`config.mk`:
```
export PLATFORM = sky130hd
export DESIGN_NAME = ata_pio_read_sequencer
export DESIGN_NICKNAME = d
export VERILOG_FILES = /design/src/sv/atapio_pkg.sv /design/src/sv/atapio_emit.sv /design/src/sv/ata_pio_read_sequencer.sv
export SDC_FILE = /design/constraint.sdc
export NUM_CORES = 1
export LEC_CHECK = 0
export ABC_AREA = 0
export BUFFER_PORTS_ARGS = -buffer_cell sky130_fd_sc_hd__buf_2
export CAP_MARGIN = 40
export CORE_ASPECT_RATIO = 2
export CORE_UTILIZATION = 59
export DETAILED_ROUTE_END_ITERATION = 7
export PLACE_DENSITY = 0.95
export SLEW_MARGIN = 5
export SYNTH_ARGS = -nofsm -noshare
export SYNTH_HDL_FRONTEND = slang
export SYNTH_SLANG_ARGS = --single-unit
```
`constraint.sdc`:
```
create_clock -name clk -period 7.6 [get_ports clk]
set_input_delay 0.76 -clock clk [delete_from_list [all_inputs] [get_ports clk]]
set_output_delay 0.76 -clock clk [all_outputs]
set_load 0.005 [all_outputs]
```
`src/sv/atapio_pkg.sv`:
```
package atapio_pkg;

  localparam int WordsPerSectorDef = 256;

  localparam logic [1:0] KIND_START  = 2'd0;
  localparam logic [1:0] KIND_STATUS = 2'd1;
  localparam logic [1:0] KIND_DATA   = 2'd2;

  localparam logic [1:0] OUT_REG    = 2'd0;
  localparam logic [1:0] OUT_DATA   = 2'd1;
  localparam logic [1:0] OUT_FINISH = 2'd2;

  localparam logic [1:0] RES_OK    = 2'd0;
  localparam logic [1:0] RES_ZERO  = 2'd1;
  localparam logic [1:0] RES_ERROR = 2'd2;

  localparam logic [7:0] DEV_LBA_MODE     = 8'hE0;
  localparam logic [7:0] CMD_READ_SECTORS = 8'h20;
  localparam logic [7:0] STATUS_POLL_MASK = 8'h89;
  localparam logic [7:0] STAT_DATA_REQ    = 8'h08;
  localparam logic [7:0] STATUS_FAIL_MASK = 8'h21;

  localparam logic [2:0] OFF_FEATURES = 3'd1;
  localparam logic [2:0] OFF_COUNT    = 3'd2;
  localparam logic [2:0] OFF_LBA_LO   = 3'd3;
  localparam logic [2:0] OFF_LBA_MID  = 3'd4;
  localparam logic [2:0] OFF_LBA_HI   = 3'd5;
  localparam logic [2:0] OFF_DEVICE   = 3'd6;
  localparam logic [2:0] OFF_COMMAND  = 3'd7;

  localparam logic [2:0] LAST_REG_STEP = 3'd6;

  typedef enum logic [1:0] {
    DESC_START  = 2'd0,
    DESC_FINISH = 2'd1,
    DESC_DATA   = 2'd2
  } desc_kind_t;

  typedef struct packed {
    desc_kind_t  kind;
    logic [27:0] lba;
    logic [7:0]  count;
    logic [15:0] word;
    logic [15:0] index;
    logic [1:0]  code;
    logic        done;
  } desc_t;

  function automatic logic [2:0] reg_offset(input logic [2:0] step);
    logic [2:0] off;
    unique case (step)
      3'd0:    off = OFF_DEVICE;
      3'd1:    off = OFF_FEATURES;
      3'd2:    off = OFF_COUNT;
      3'd3:    off = OFF_LBA_LO;
      3'd4:    off = OFF_LBA_MID;
      3'd5:    off = OFF_LBA_HI;
      default: off = OFF_COMMAND;
    endcase
    return off;
  endfunction

  function automatic logic [7:0] reg_value(input logic [2:0] step, input logic [27:0] lba,
                                           input logic [7:0] count);
    logic [7:0] val;
    unique case (step)
      3'd0:    val = DEV_LBA_MODE | {4'd0, lba[27:24]};
      3'd1:    val = 8'd0;
      3'd2:    val = count;
      3'd3:    val = lba[7:0];
      3'd4:    val = lba[15:8];
      3'd5:    val = lba[23:16];
      default: val = CMD_READ_SECTORS;
    endcase
    return val;
  endfunction

endpackage

```
`src/sv/atapio_emit.sv`:
```
module atapio_emit
  import atapio_pkg::*;
(
  input  logic        clk,
  input  logic        rst,
  input  logic        load,
  input  desc_t       load_desc,
  output logic        drain,
  output logic        result_valid,
  input  logic        result_ready,
  output logic [1:0]  out_kind,
  output logic [2:0]  port_offset,
  output logic [7:0]  write_value,
  output logic [15:0] word_value,
  output logic [15:0] word_index,
  output logic [1:0]  result_code,
  output logic        last
);

  logic       slot_valid;
  logic [2:0] step;
  desc_t      desc;
  logic       at_end;

  always_comb begin
    unique case (desc.kind)
      DESC_START: at_end = (step == LAST_REG_STEP);
      DESC_DATA:  at_end = desc.done ? (step == 3'd1) : 1'b1;
      default:    at_end = 1'b1;
    endcase
  end

  assign result_valid = slot_valid;
  assign drain        = slot_valid && result_ready && at_end;

  always_ff @(posedge clk) begin
    if (rst) begin
      slot_valid <= 1'b0;
      step       <= 3'd0;
    end else if (load) begin
      slot_valid <= 1'b1;
      step       <= 3'd0;
    end else if (slot_valid && result_ready) begin
      if (at_end) begin
        slot_valid <= 1'b0;
      end else begin
        step <= step + 3'd1;
      end
    end
  end

  always_ff @(posedge clk) begin
    if (load) begin
      desc <= load_desc;
    end
  end

  always_comb begin
    out_kind    = OUT_FINISH;
    port_offset = 3'd0;
    write_value = 8'd0;
    word_value  = 16'd0;
    word_index  = 16'd0;
    result_code = 2'd0;
    last        = at_end;
    unique case (desc.kind)
      DESC_START: begin
        out_kind    = OUT_REG;
        port_offset = reg_offset(step);
        write_value = reg_value(step, desc.lba, desc.count);
      end
      DESC_DATA: begin
        if (step == 3'd0) begin
          out_kind   = OUT_DATA;
          word_value = desc.word;
          word_index = desc.index;
        end else begin
          result_code = RES_OK;
        end
      end
      default: begin
        result_code = desc.code;
      end
    endcase
  end

endmodule

```
`src/sv/ata_pio_read_sequencer.sv`:
```
// Channel   Handshake                  Word carried
// item      item_valid / item_ready    kind, lba, num_sectors, status_byte, data_word
// result    result_valid / result_ready out_kind, port_offset, write_value, word_value,
//                                       word_index, result_code, last
//
// Status and data words are taken one per cycle while results drain; a data word's result
// appears the next cycle. A start request gives seven results from the result register, and
// the final data word of a transfer gives two; the next word is taken as the last one is taken.
// Reset is synchronous and returns the sequencer to idle with the result register empty.
// A stalled result side holds the item side once the result register is full.
module ata_pio_read_sequencer
  import atapio_pkg::*;
#(
  parameter int WORDS_PER_SECTOR = WordsPerSectorDef
) (
  input  logic        clk,
  input  logic        rst,
  input  logic        item_valid,
  output logic        item_ready,
  input  logic [1:0]  kind,
  input  logic [27:0] lba,
  input  logic [7:0]  num_sectors,
  input  logic [7:0]  status_byte,
  input  logic [15:0] data_word,
  output logic        result_valid,
  input  logic        result_ready,
  output logic [1:0]  out_kind,
  output logic [2:0]  port_offset,
  output logic [7:0]  write_value,
  output logic [15:0] word_value,
  output logic [15:0] word_index,
  output logic [1:0]  result_code,
  output logic        last
);

  localparam int WisW = $clog2(WORDS_PER_SECTOR) + 1;

  typedef enum logic [2:0] {
    PH_IDLE = 3'b001,
    PH_WAIT = 3'b010,
    PH_DATA = 3'b100
  } phase_t;

  phase_t            phase, phase_next;
  logic [7:0]        sectors_left, sectors_left_next;
  logic [WisW-1:0]   word_in_sector, word_in_sector_next;
  logic [15:0]       transfer_index, transfer_index_next;
  logic              accept;
  logic              push;
  desc_t             push_desc;
  logic              drain;
  logic [WisW-1:0]   wis_inc;
  logic [7:0]        sl_dec;

  assign accept = item_valid && item_ready;
  assign wis_inc = word_in_sector + WisW'(1);
  assign sl_dec  = sectors_left - 8'd1;

  always_comb begin
    phase_next          = phase;
    sectors_left_next   = sectors_left;
    word_in_sector_next = word_in_sector;
    transfer_index_next = transfer_index;
    push                = 1'b0;
    push_desc.kind      = DESC_FINISH;
    push_desc.lba       = lba;
    push_desc.count     = num_sectors;
    push_desc.word      = data_word;
    push_desc.index     = transfer_index;
    push_desc.code      = RES_OK;
    push_desc.done      = 1'b0;
    unique case (phase)
      PH_IDLE: begin
        if (kind == KIND_START) begin
          push = 1'b1;
          if (num_sectors == 8'd0) begin
            push_desc.code = RES_ZERO;
          end else begin
            push_desc.kind      = DESC_START;
            phase_next          = PH_WAIT;
            sectors_left_next   = num_sectors;
            word_in_sector_next = '0;
            transfer_index_next = 16'd0;
          end
        end
      end
      PH_WAIT: begin
        if (kind == KIND_STATUS) begin
          if ((status_byte & STATUS_POLL_MASK) == STAT_DATA_REQ) begin
            phase_next = PH_DATA;
          end else if ((status_byte & STATUS_FAIL_MASK) != 8'd0) begin
            push           = 1'b1;
            push_desc.code = RES_ERROR;
            phase_next     = PH_IDLE;
          end
        end
      end
      PH_DATA: begin
        if (kind == KIND_DATA) begin
          push                = 1'b1;
          push_desc.kind      = DESC_DATA;
          transfer_index_next = transfer_index + 16'd1;
          word_in_sector_next = wis_inc;
          if (wis_inc >= WisW'(WORDS_PER_SECTOR)) begin
            word_in_sector_next = '0;
            sectors_left_next   = sl_dec;
            if (sl_dec == 8'd0) begin
              push_desc.done = 1'b1;
              phase_next     = PH_IDLE;
            end else begin
              phase_next = PH_WAIT;
            end
          end
        end
      end
      default: begin
        phase_next = PH_IDLE;
      end
    endcase
  end

  always_ff @(posedge clk) begin
    if (rst) begin
      phase          <= PH_IDLE;
      sectors_left   <= 8'd0;
      word_in_sector <= '0;
      transfer_index <= 16'd0;
    end else if (accept) begin
      phase          <= phase_next;
      sectors_left   <= sectors_left_next;
      word_in_sector <= word_in_sector_next;
      transfer_index <= transfer_index_next;
    end
  end

  assign item_ready = !result_valid || drain;

  atapio_emit u_emit (
    .clk          (clk),
    .rst          (rst),
    .load         (accept && push),
    .load_desc    (push_desc),
    .drain        (drain),
    .result_valid (result_valid),
    .result_ready (result_ready),
    .out_kind     (out_kind),
    .port_offset  (port_offset),
    .write_value  (write_value),
    .word_value   (word_value),
    .word_index   (word_index),
    .result_code  (result_code),
    .last         (last)
  );

  a_data_has_sectors: assert property (@(posedge clk) disable iff (rst)
    (phase == PH_DATA) |-> (sectors_left != 8'd0))
    else $error("data phase entered with no sectors left");

  a_index_in_step: assert property (@(posedge clk) disable iff (rst)
    transfer_index[WisW-2:0] == word_in_sector[WisW-2:0])
    else $error("transfer index and word count disagree");

  a_finish_is_last: assert property (@(posedge clk) disable iff (rst)
    (result_valid && out_kind == OUT_FINISH) |-> last)
    else $error("finish result not marked last");

  a_command_is_last: assert property (@(posedge clk) disable iff (rst)
    (result_valid && out_kind == OUT_REG && last) |->
      (port_offset == OFF_COMMAND && write_value == CMD_READ_SECTORS))
    else $error("register burst did not close with the command write");

endmodule

```
==> flow_summary_export.csv, run 1 <==
group,metric,value,unit
route,wl_met2,8.04,mm
synth,async_flop_share,0,%
route,drt-met1-wl,4.94,mm
synth,ys.flop_type,"edfxtp_1",
route,wl,15.2,mm
worst_setup_path,cp_slowest_cell,"a31oi_1",
clock_network,clk_path_buf_depth,2,
finish,drive_gt1_share,25.7,%
synth,avgSynthCellArea,11.0,um^2
sta,finalSetupViolations,0,
die,die_w,68.9,um
die,rows,48,
worst_setup_path,end_kind,"register",
place,dp_hpwl,9.09,mm
global_route,grt_pass1_vias,4718,
sta,tightest_slew,0.844,ns
worst_setup_path,rr_worst_depth,8,
clock_network,cts_resized,0,
run,maxCapViolCount,0,
clock_network,hold_buffers,0,
clock_network,clock-sinks,113,
clock_network,cts-root-buf,"clkbuf_16",
synth,synth_edf_count,73,
pwr,intPower,1160,uW
route,top_layer,"met4",
synth,postSynthCellCount,482,
worst_setup_path,critPathTopFamily,"buffers and inverters",
route,wl_per_cell,21.7,um
pwr,comb_power_share,7.2,%
worst_setup_path,crit_fanout,43,
synth,yosys_warnings,0,
sta,timing.final.crit_period,3.95,ns
route,drc_errors,2,
synth,ys_seq_elements,113,
sta,tns,0,ns
min_path,min_path_cells,0,
pwr,powerDensity,236,nW/um^2
worst_setup_path,worstPathCellList,"inv_1 -> ha_1 -> nand2b_1 -> a31oi_1 -> o21a_1 -> nand2_1 -> inv_2 -> buf_4",
route,num_vias,4832,
sta,hold_viol_final,0,
worst_setup_path,cp_num_cells,8,
die,die-area,9360,um^2
synth,synth_seq_area_share,56.7,%
worst_setup_path,crit_buf_inv,3,
pwr,switching_share,23.3,%
synth,synth_most_common_cell,"edfxtp_1",
synth,synth.cell_area,5280,um^2
worst_setup_path,max_stage_delay,0.60,ns
sta,maxSlewViolCount,0,
clock_network,htreeDepth,4,
global_route,antenna_found_initial,0,
sta,period_share,52.0,%
synth,synth.area.top_cells,"edfxtp_1 (41%), dfxtp_1 (15%), a21oi_1 (4.6%), and2_1 (4.0%), o31ai_1 (2.4%)",
synth,synth_top_cell_by_area,"edfxtp_1",
clock_network,path_clk_slew,0.06,ns
worst_setup_path,critPathLaunchType,"register",
pwr,ir_drop,0.188,mV
die,initial_core_util,61.1,%
global_route,grt_pass1_wl,23.2,mm
route,drt-initial-drc-count,622,
clock_network,postCtsSetupBuffers,0,
outcome,outcome,"complete, but fails checks",
synth,synth_cell_types,62,
route,viasPerCell,6.87,
place,io_buffers,111,
pwr,power_frac_seq,45.1,%
min_path,hold_class,"reg2reg",
die,die_y,136,um
clock_network,cts_buffers,17,
global_route,grt_start_max_net_pins,51,
worst_setup_path,critical_path_required,7.65,ns
die,io_pins,116,
route,antenna_left,0,
sta,rsz0062_at_grt,"no",
finish,synthToLayoutAreaGrowth,21.5,%
sta,worst_slack,3.65,ns
clock_network,clock_latency,0.42,ns
synth,synthesis.nets,557,
place,place_congestion,0.906,
global_route,gr-total-overflow,0,
sta,clock_skew,0.0100,ns
clock_network,cts_tree,"done",
route,routed-wl-met3,1.41,mm
pwr,switching_power,353,uW
pwr,pwr-share-clk,47.7,%
worst_setup_path,path_class,"reg2reg",
die,core_region_area,8650,um^2
place,dpl_worst_slack,3.88,ns
worst_setup_path,worstPathArrival,4.00,ns
route,drtPass1Iterations,8,
global_route,grt_usage,34.4,%
outcome,violations,"design-rule violations",
sta,relSlewSlack,43.5,%
synth,synth_top_area_share,41.5,%
synth,synthTopCellsByCount,"edfxtp_1 (73), a21oi_1 (49), dfxtp_1 (40)",
sta,fmax,0.253,GHz
finish,num_antenna_cells,0,
finish,finalNetCount,666,
pwr,power.leakage,0.00241,uW
-- path summary, 6_finish.rpt --
kind / start / slack (ns) / to
setup / recovery: u_emit.step[1] / 3.65 / u_emit.desc[11]
hold / removal: transfer_index[15] / 0.43 / u_emit.desc[18]
setup reg to reg: u_emit.step[1] / 3.65 / u_emit.desc[11]
hold reg to reg: transfer_index[15] / 0.43 / u_emit.desc[18]
-- metrics by stage --
step | area, um^2 | cells | hold slack (ns) | util, % | power, uW
floorplan | 5280 | 482 | 0.408 | - | 754
global placement | 5890 | 671 | 0.416 | 68.1 | 789
detailed placement | 5900 | 672 | 0.422 | 68.2 | 797
CTS | 6420 | 703 | 0.432 | 74.2 | 1500
global route | 6420 | 703 | 0.456 | 74.2 | 1550
finish | 6420 | 703 | 0.428 | 74.2 | 1510
-- power groups by stage --
stage / registers (uW) / logic (uW) / clock network (uW)
2_1_floorplan: 691 / 63.0 / 0
3_3_place_gp: 692 / 96.8 / 0
3_5_place_dp: 694 / 103 / 0
4_1_cts: 683 / 106 / 717
5_1_grt: 684 / 117 / 746
6_report: 683 / 109 / 722
-- layer usage --
layer  GRT usage, %  up-vias
li1               -     2093
met1           36.2     2252
met2           56.3      394
met3           11.0       93
met4           22.2        0
met5              0        -
-- cell usage in the layout, fill, tap and decap left out, types with 6 or more instances in the layout --
cell type / instances
buf_2: 112
edfxtp_1: 73
a21oi_1: 49
dfxtp_1: 40
and2_1: 34
nor2_1: 32
nor3_1: 20
o31ai_1: 17
clkbuf_16: 17
nand2_1: 16
or4_1: 16
o21ai_0: 13
inv_1: 12
nand3_1: 12
ha_1: 9
o41ai_1: 7
nand2b_1: 6
nand4_1: 6
-- sequential cells by signal, indices dropped and copies added (netlist names) --
register             cells
u_emit.desc             73
transfer_index          16
word_in_sector           9
sectors_left             8
phase                    3
u_emit.step              3
u_emit.result_valid      1
-- cell type report --
cell class	count	area, um^2
clock inverters	9	68.8
repair buffers	115	583
clock buffers	22	454
fillers	491	2230
inverters	14	52.6
well taps	100	125
flip-flops and latches	113	2990
multi-input cells	330	2140
-- kinds of logic (layout without fill, tap and decap cells) --
group,after synthesis,after routing,share of synthesized area [%]
compound gates,142,142,18.5
fa+ha+maj,9,9,2.13
flops,113,113,56.7
simple gates,173,173,18.7
mux,3,3,0.568
xor+xnor,3,3,0.497
buf+inv,39,160,2.94
Note: power is estimated with default switching activity, not from simulation.
==> inputs of run 2 (changes only) <==
--- a/config.mk
+++ b/config.mk
@@ -9,9 +9,9 @@
 export BUFFER_PORTS_ARGS = -buffer_cell sky130_fd_sc_hd__buf_2
 export CAP_MARGIN = 40
 export CORE_ASPECT_RATIO = 2
-export CORE_UTILIZATION = 59
+export CORE_UTILIZATION = 54
 export DETAILED_ROUTE_END_ITERATION = 7
-export PLACE_DENSITY = 0.95
+export PLACE_DENSITY = 0.89
 export SLEW_MARGIN = 5
 export SYNTH_ARGS = -nofsm -noshare
 export SYNTH_HDL_FRONTEND = slang
==> constraint.sdc (replaced) <==
create_clock -name clk -period 4 [get_ports clk]
set_input_delay 0.4 -clock clk [delete_from_list [all_inputs] [get_ports clk]]
set_output_delay 0.4 -clock clk [all_outputs]
set_load 0.005 [all_outputs]
==> run 2 against run 1 <==
Compared with the run above:
- the flow now finishes without violations
- clock power increased by 130%
- cell count increased by 4.8%
- wire length decreased by 5.3%
- sequential cell count unchanged
- final area increased by 3.1%
- combinational power increased by 93%
- sequential share of layout area decreased by 1.4 points
- non-clock buffer count increased by 3
- register-to-register slack got worse by 3.1 ns
- global-route usage decreased by 5.1 points
==> flow_summary_export.csv, run 2 (synthesis gave the netlist of run 1 again) <==
group,metric,value,unit
sta,hold_viol_final,0,
die,rows,50,
pwr,ir_drop,0.353,mV
worst_setup_path,cp-startpoint,"phase[2]",
worst_setup_path,worstPathCellList,"nor3b_2 -> nand2_1 -> a21oi_2 -> inv_2 -> o31ai_2 -> a21oi_1",
global_route,antenna_found_initial,0,
clock_network,path_clk_slew,0.05,ns
route,drc_errors,0,
die,die-area,10200,um^2
global_route,grt_start_max_net_pins,35,
sta,relSlewSlack,41.5,%
worst_setup_path,critPathTopFamily,"compound AO/OA/AOI/OAI gates",
clock_network,clock_latency,0.41,ns
sta,timing.final.crit_period,3.42,ns
route,antenna_left,0,
die,die_w,71.9,um
clock_network,cts_resized,0,
clock_network,hold_buffers,0,
worst_setup_path,rrSetupSlack,0.58,ns
sta,rsz0062_at_grt,"no",
place,placed_cell_area,5970,um^2
clock_network,cts_buffers,17,
route,drt-initial-drc-count,475,
die,io_pins,116,
worst_setup_path,critPathCapture,"transfer_index[0]",
worst_setup_path,critical_path_required,4.24,ns
clock_network,cts-root-buf,"clkbuf_16",
clock_network,clock-sinks,113,
die,initial_core_util,55.9,%
clock_network,postCtsSetupBuffers,0,
place,io_buffers,111,
finish,final_common_cell,"buf_2",
finish,top_regs,"u_emit.desc x73, transfer_index x16, word_in_sector x9",
route,wl,14.4,mm
worst_setup_path,crit_buf_inv,1,
sta,period_share,85.4,%
sta,tns,0,ns
worst_setup_path,cp_num_cells,6,
sta,tightest_slew,0.872,ns
worst_setup_path,path_class,"reg2reg",
sta,finalSetupViolations,0,
worst_setup_path,critPathLaunchType,"register",
worst_setup_path,timing.rr.end,"transfer_index[0]",
global_route,grt_usage,29.2,%
die,core_region_area,9450,um^2
worst_setup_path,max_stage_delay,0.82,ns
route,drtPass1Iterations,5,
die,die_y,142,um
sta,clock_skew,0.00460,ns
finish,largest_register_ff_count,73,
route,viasPerCell,6.30,
route,num_vias,4640,
min_path,hold_class,"in2reg",
worst_setup_path,end_kind,"register",
worst_setup_path,r2r-start,"phase[2]",
place,place_congestion,0.976,
place,dp_hpwl,8.95,mm
finish,design_area,6620,um^2
pwr,powerDensity,479,nW/um^2
worst_setup_path,worstPathArrival,3.66,ns
clock_network,htreeDepth,4,
route,wl_per_cell,19.6,um
global_route,gr-total-overflow,0,
finish,finalNetCount,669,
finish,top_register,"u_emit.desc",
worst_setup_path,rr_worst_depth,6,
clock_network,clk_path_buf_depth,2,
run,maxCapViolCount,0,
finish,final_cell_mix,"buf_2 (112), edfxtp_1 (73), a21oi_1 (49)",
global_route,grt_pass1_vias,4681,
finish,drive_gt1_share,26.7,%
outcome,outcome,"finished, final reports clean",
worst_setup_path,crit_fanout,34,
sta,fmax,0.293,GHz
finish,num_antenna_cells,0,
pwr,power.leakage,0.00249,uW
sta,maxSlewViolCount,0,
global_route,grt_pass1_wl,22.8,mm
finish,synthToLayoutAreaGrowth,25.3,%
clock_network,cts_tree,"done",
worst_setup_path,cp_slowest_cell,"o31ai_2",
## run 2: cell count changes in the layout (fill, tap and decap cells not counted)
cell | previous run | this run
buf_12 | 0 | 1
clkbuf_1 | 4 | 2
clkinv_1 | 3 | 2
buf_4 | 3 | 5
clkbuf_8 | 1 | 0
bufinv_16 | 1 | 6
## run 2: cell type report
class,count,area (um^2)
Sequential cell,113,2990
Fill cell,599,2830
Multi-Input combinational cell,330,2140
Timing Repair Buffer,118,618
Clock buffer,19,433
Clock inverter,13,215
Tap cell,130,163
Inverter,14,52.6
## run 2: per-layer routing
layer | wire (um) | track usage, % | up-vias
met1 | 4780 | 29.3 | 2148
met2 | 7840 | 52.6 | 313
met4 | 751 | 18.5 | 0
li1 | - | - | 2100
met5 | 0 | 0 | -
met3 | 1070 | 6.96 | 79
## run 2: how the worst min path moves through the flow
stage	slack, ns	from	cells past startpoint	to
global route	0.15	lba[3]	1	u_emit.desc[46]
finish	0.16	data_word[10]	1	u_emit.desc[29]
CTS	0.15	data_word[10]	1	u_emit.desc[29]
global placement	0.41	transfer_index[15]	0	u_emit.desc[18]
detailed placement	0.45	transfer_index[15]	0	u_emit.desc[18]
floorplan	0.41	transfer_index[15]	0	u_emit.desc[18]
## run 2: through the flow
step / hold slack [ns] / utilization [%] / setup slack [ns] / total power (uW) / instances
2_1_floorplan: 0.408 / - / 0.554 / 1430 / 482
3_3_place_gp: 0.414 / 63.1 / 0.885 / 1510 / 704
3_5_place_dp: 0.447 / 63.2 / 0.773 / 1520 / 705
4_1_cts: 0.149 / 70.1 / 0.715 / 3170 / 737
5_1_grt: 0.152 / 70.1 / 0.466 / 3240 / 737
6_report: 0.159 / 70.1 / 0.584 / 3170 / 737
## run 2: power breakdown
part / switching, uW / internal [uW] / total [uW]
sequential: 18.4 / 1280 / 1300
clock: 506 / 1160 / 1660
combinational: 132 / 77.1 / 210
total: 656 / 2510 / 3170
==> inputs of run 3 (changes only) <==
--- a/config.mk
+++ b/config.mk
@@ -5,14 +5,15 @@
 export SDC_FILE = /design/constraint.sdc
 export NUM_CORES = 1
 export LEC_CHECK = 0
-export ABC_AREA = 0
+export ABC_AREA = 1
 export BUFFER_PORTS_ARGS = -buffer_cell sky130_fd_sc_hd__buf_2
 export CAP_MARGIN = 40
 export CORE_ASPECT_RATIO = 2
-export CORE_UTILIZATION = 54
+export CORE_UTILIZATION = 55
 export DETAILED_ROUTE_END_ITERATION = 7
-export PLACE_DENSITY = 0.89
+export PLACE_DENSITY = 0.9
 export SLEW_MARGIN = 5
 export SYNTH_ARGS = -nofsm -noshare
 export SYNTH_HDL_FRONTEND = slang
+export SYNTH_HIERARCHICAL = 1
 export SYNTH_SLANG_ARGS = --single-unit
==> run 3 against run 2 <==
Compared with the run above:
- the run now ends with antenna violations left
- synthesized area grew 9.9%
- sequential share of layout area shrank 2.9 points
- non-clock buffer count shrank 5
- largest cell class unchanged
==> flow_summary_export.csv, run 3 <==
group,metric,value,unit
sta,hold_viol_final,0,
sta,tns,0,ns
route,wl_per_cell,14.0,um
sta,relSlewSlack,62.9,%
finish,top_register,"u_emit/desc",
die,io_pins,116,
finish,final_common_cell,"nand2_1",
pwr,intPower,2600,uW
sta,period_share,68.2,%
min_path,min_path_cells,1,
finish,final_cell_mix,"nand2_1 (167), buf_2 (111), nor2_1 (99)",
worst_setup_path,end_kind,"register",
synth,synth_seq_area_share,51.6,%
synth,synth.cell_area,5800,um^2
die,initial_core_util,56.8,%
die,die-area,11000,um^2
run,maxCapViolCount,0,
route,antenna_left,1,
synth,synth_top_area_share,37.8,%
route,wl_met2,7.51,mm
synth,synth_cell_types,40,
worst_setup_path,path_class,"reg2reg",
finish,finalNonFillerCells,952,
place,io_buffers,111,
sta,tightest_slew,0.556,ns
global_route,grt_pass1_wl,20.9,mm
global_route,gr-total-overflow,0,
clock_network,hold_buffers,0,
route,top_layer,"met4",
route,drc_errors,0,
sta,rsz0062_at_grt,"no",
die,die_w,74.6,um
global_route,antenna_found_initial,1,
global_route,grt_usage,25.3,%
pwr,power_frac_seq,39.0,%
finish,synthToLayoutAreaGrowth,21.8,%
pwr,ir_drop,0.398,mV
worst_setup_path,crit_buf_inv,3,
outcome,outcome,"complete, but fails checks",
worst_setup_path,critical_path_required,4.27,ns
worst_setup_path,critPathTopFamily,"simple AND/OR/NAND/NOR gates",
route,viasPerCell,5.25,
die,rows,52,
synth,synthTopCellsByCount,"nand2_1 (167), nor2_1 (99), inv_1 (81)",
sta,fmax,0.367,GHz
place,dp_hpwl,8.75,mm
pwr,pwr-share-clk,45.2,%
worst_setup_path,max_stage_delay,0.44,ns
finish,drive_gt1_share,25.6,%
outcome,violations,"antenna violations",
clock_network,clock-sinks,113,
synth,postSynthCellCount,684,
synth,synth.area.top_cells,"edfxtp_1 (38%), dfxtp_1 (14%), nand2_1 (11%), nor2_1 (6.4%), inv_1 (5.2%)",
finish,largest_register_ff_count,73,
finish,final-seq-area,2990,um^2
clock_network,cts_resized,0,
route,routed-wl-met3,756,um
sta,maxSlewViolCount,0,
die,core_region_area,10200,um^2
route,drtPass1Iterations,5,
global_route,grt_pass1_vias,4669,
worst_setup_path,worstPathArrival,3.00,ns
sta,clock_skew,0.00573,ns
route,wl,13.3,mm
synth,ys_seq_elements,113,
synth,synth_edf_count,73,
synth,synthesis.nets,759,
worst_setup_path,worstPathCellList,"ha_1 -> nand2_4 -> nand3_4 -> nand3_1 -> inv_1 -> inv_1 -> a21boi_0 -> nand2_2 -> nor2_4 -> buf_4 -> nor2_1 -> nor2_1 -> nor2_1",
worst_setup_path,cpMostUsedCell,"nor2_1",
die,die_y,147,um
clock_network,cts_tree,"done",
clock_network,clk_path_buf_depth,2,
min_path,hold_class,"in2reg",
clock_network,htreeDepth,4,
clock_network,postCtsSetupBuffers,0,
clock_network,clock_latency,0.41,ns
clock_network,path_clk_slew,0.05,ns
worst_setup_path,cp_slowest_cell,"dfxtp_1",
synth,avgSynthCellArea,8.49,um^2
finish,top_regs,"u_emit/desc x73, transfer_index x16, word_in_sector x9",
finish,fillers,736,
place,place_congestion,0.881,
synth,synth_most_common_cell,"nand2_1",
global_route,grt_start_max_net_pins,76,
sta,whs,0.169,ns
synth,ys.flop_type,"edfxtp_1",
route,drt-met1-wl,4.53,mm
clock_network,cts-root-buf,"clkbuf_16",
worst_setup_path,critPathLaunchType,"register",
route,drt-initial-drc-count,337,
pwr,switching_share,26.3,%
sta,finalSetupViolations,0,
finish,finalNetCount,873,
route,num_vias,4996,
synth,synth_top_cell_by_area,"edfxtp_1",
clock_network,cts_buffers,17,
synth,yosys_warnings,6,
place,place_inst,914,
synth,async_flop_share,0,%
pwr,power.leakage,0.00301,uW
worst_setup_path,cp_num_cells,13,
finish,multi_input_area,2330,um^2
sta,timing.final.crit_period,2.73,ns
worst_setup_path,rr_worst_depth,13,
pwr,comb_power_share,15.9,%
pwr,powerDensity,499,nW/um^2
pwr,switching_power,929,uW
worst_setup_path,crit_fanout,18,
## run 3: final cells by class
cell class | count | share of cell area [%]
Timing Repair Buffer | 113 | 8.25
Clock buffer | 17 | 6.02
Sequential cell | 113 | 42.3
Clock inverter | 14 | 2.76
Inverter | 93 | 5.01
Multi-Input combinational cell | 460 | 33.0
Antenna cell | 7 | 0.248
Tap cell | 135 | 2.39
## run 3: power by group through the flow
stage,Clock [uW],Sequential [uW],Combinational [uW]
3_3_place_gp,0,1390,526
2_1_floorplan,0,1390,416
4_1_cts,1600,1370,554
6_report,1590,1370,559
3_5_place_dp,0,1400,542
5_1_grt,1650,1380,630
## run 3: final timing paths
path	startpoint	to	slack [ns]
setup / recovery	u_emit/step[0]	transfer_index[13]	1.27
hold / removal	data_word[0]	u_emit/desc[19]	0.17
setup reg to reg	u_emit/step[0]	transfer_index[13]	1.27
hold reg to reg	word_in_sector[8]	word_in_sector[8]	0.46
## run 3: cell families (layout without fill, tap and decap cells)
| group | count (synthesis) | count (layout) | synth area share (%) |
|---|---|---|---|
| xor gates and xnor gates | 15 | 15 | 2.26 |
| and+or+nand+nor | 382 | 382 | 30.5 |
| DFF | 113 | 113 | 51.6 |
| buffers and inverters | 111 | 237 | 8.30 |
| muxes | 2 | 2 | 0.345 |
| adders and majority gates | 9 | 9 | 1.94 |
| other | 0 | 7 | 0 |
| AOI/OAI and AO/OA | 52 | 52 | 5.07 |
## run 3: layer usage
layer / vias up / GRT usage (%)
li1: 2419 / -
met5: - / 0
met1: 2302 / 23.7
met3: 51 / 5.90
met4: 0 / 13.8
met2: 224 / 47.3
## run 3: stage by stage
step           total power (uW)  setup WS, ns  util [%]  area, um^2
3_5_place_dp               1940          1.34      62.9        6430
3_3_place_gp               1920          1.42      62.9        6430
6_report                   3530          1.27      69.2        7070
2_1_floorplan              1810         0.324         -        5800
4_1_cts                    3530          1.30      69.0        7050
5_1_grt                    3660          1.05      69.1        7060
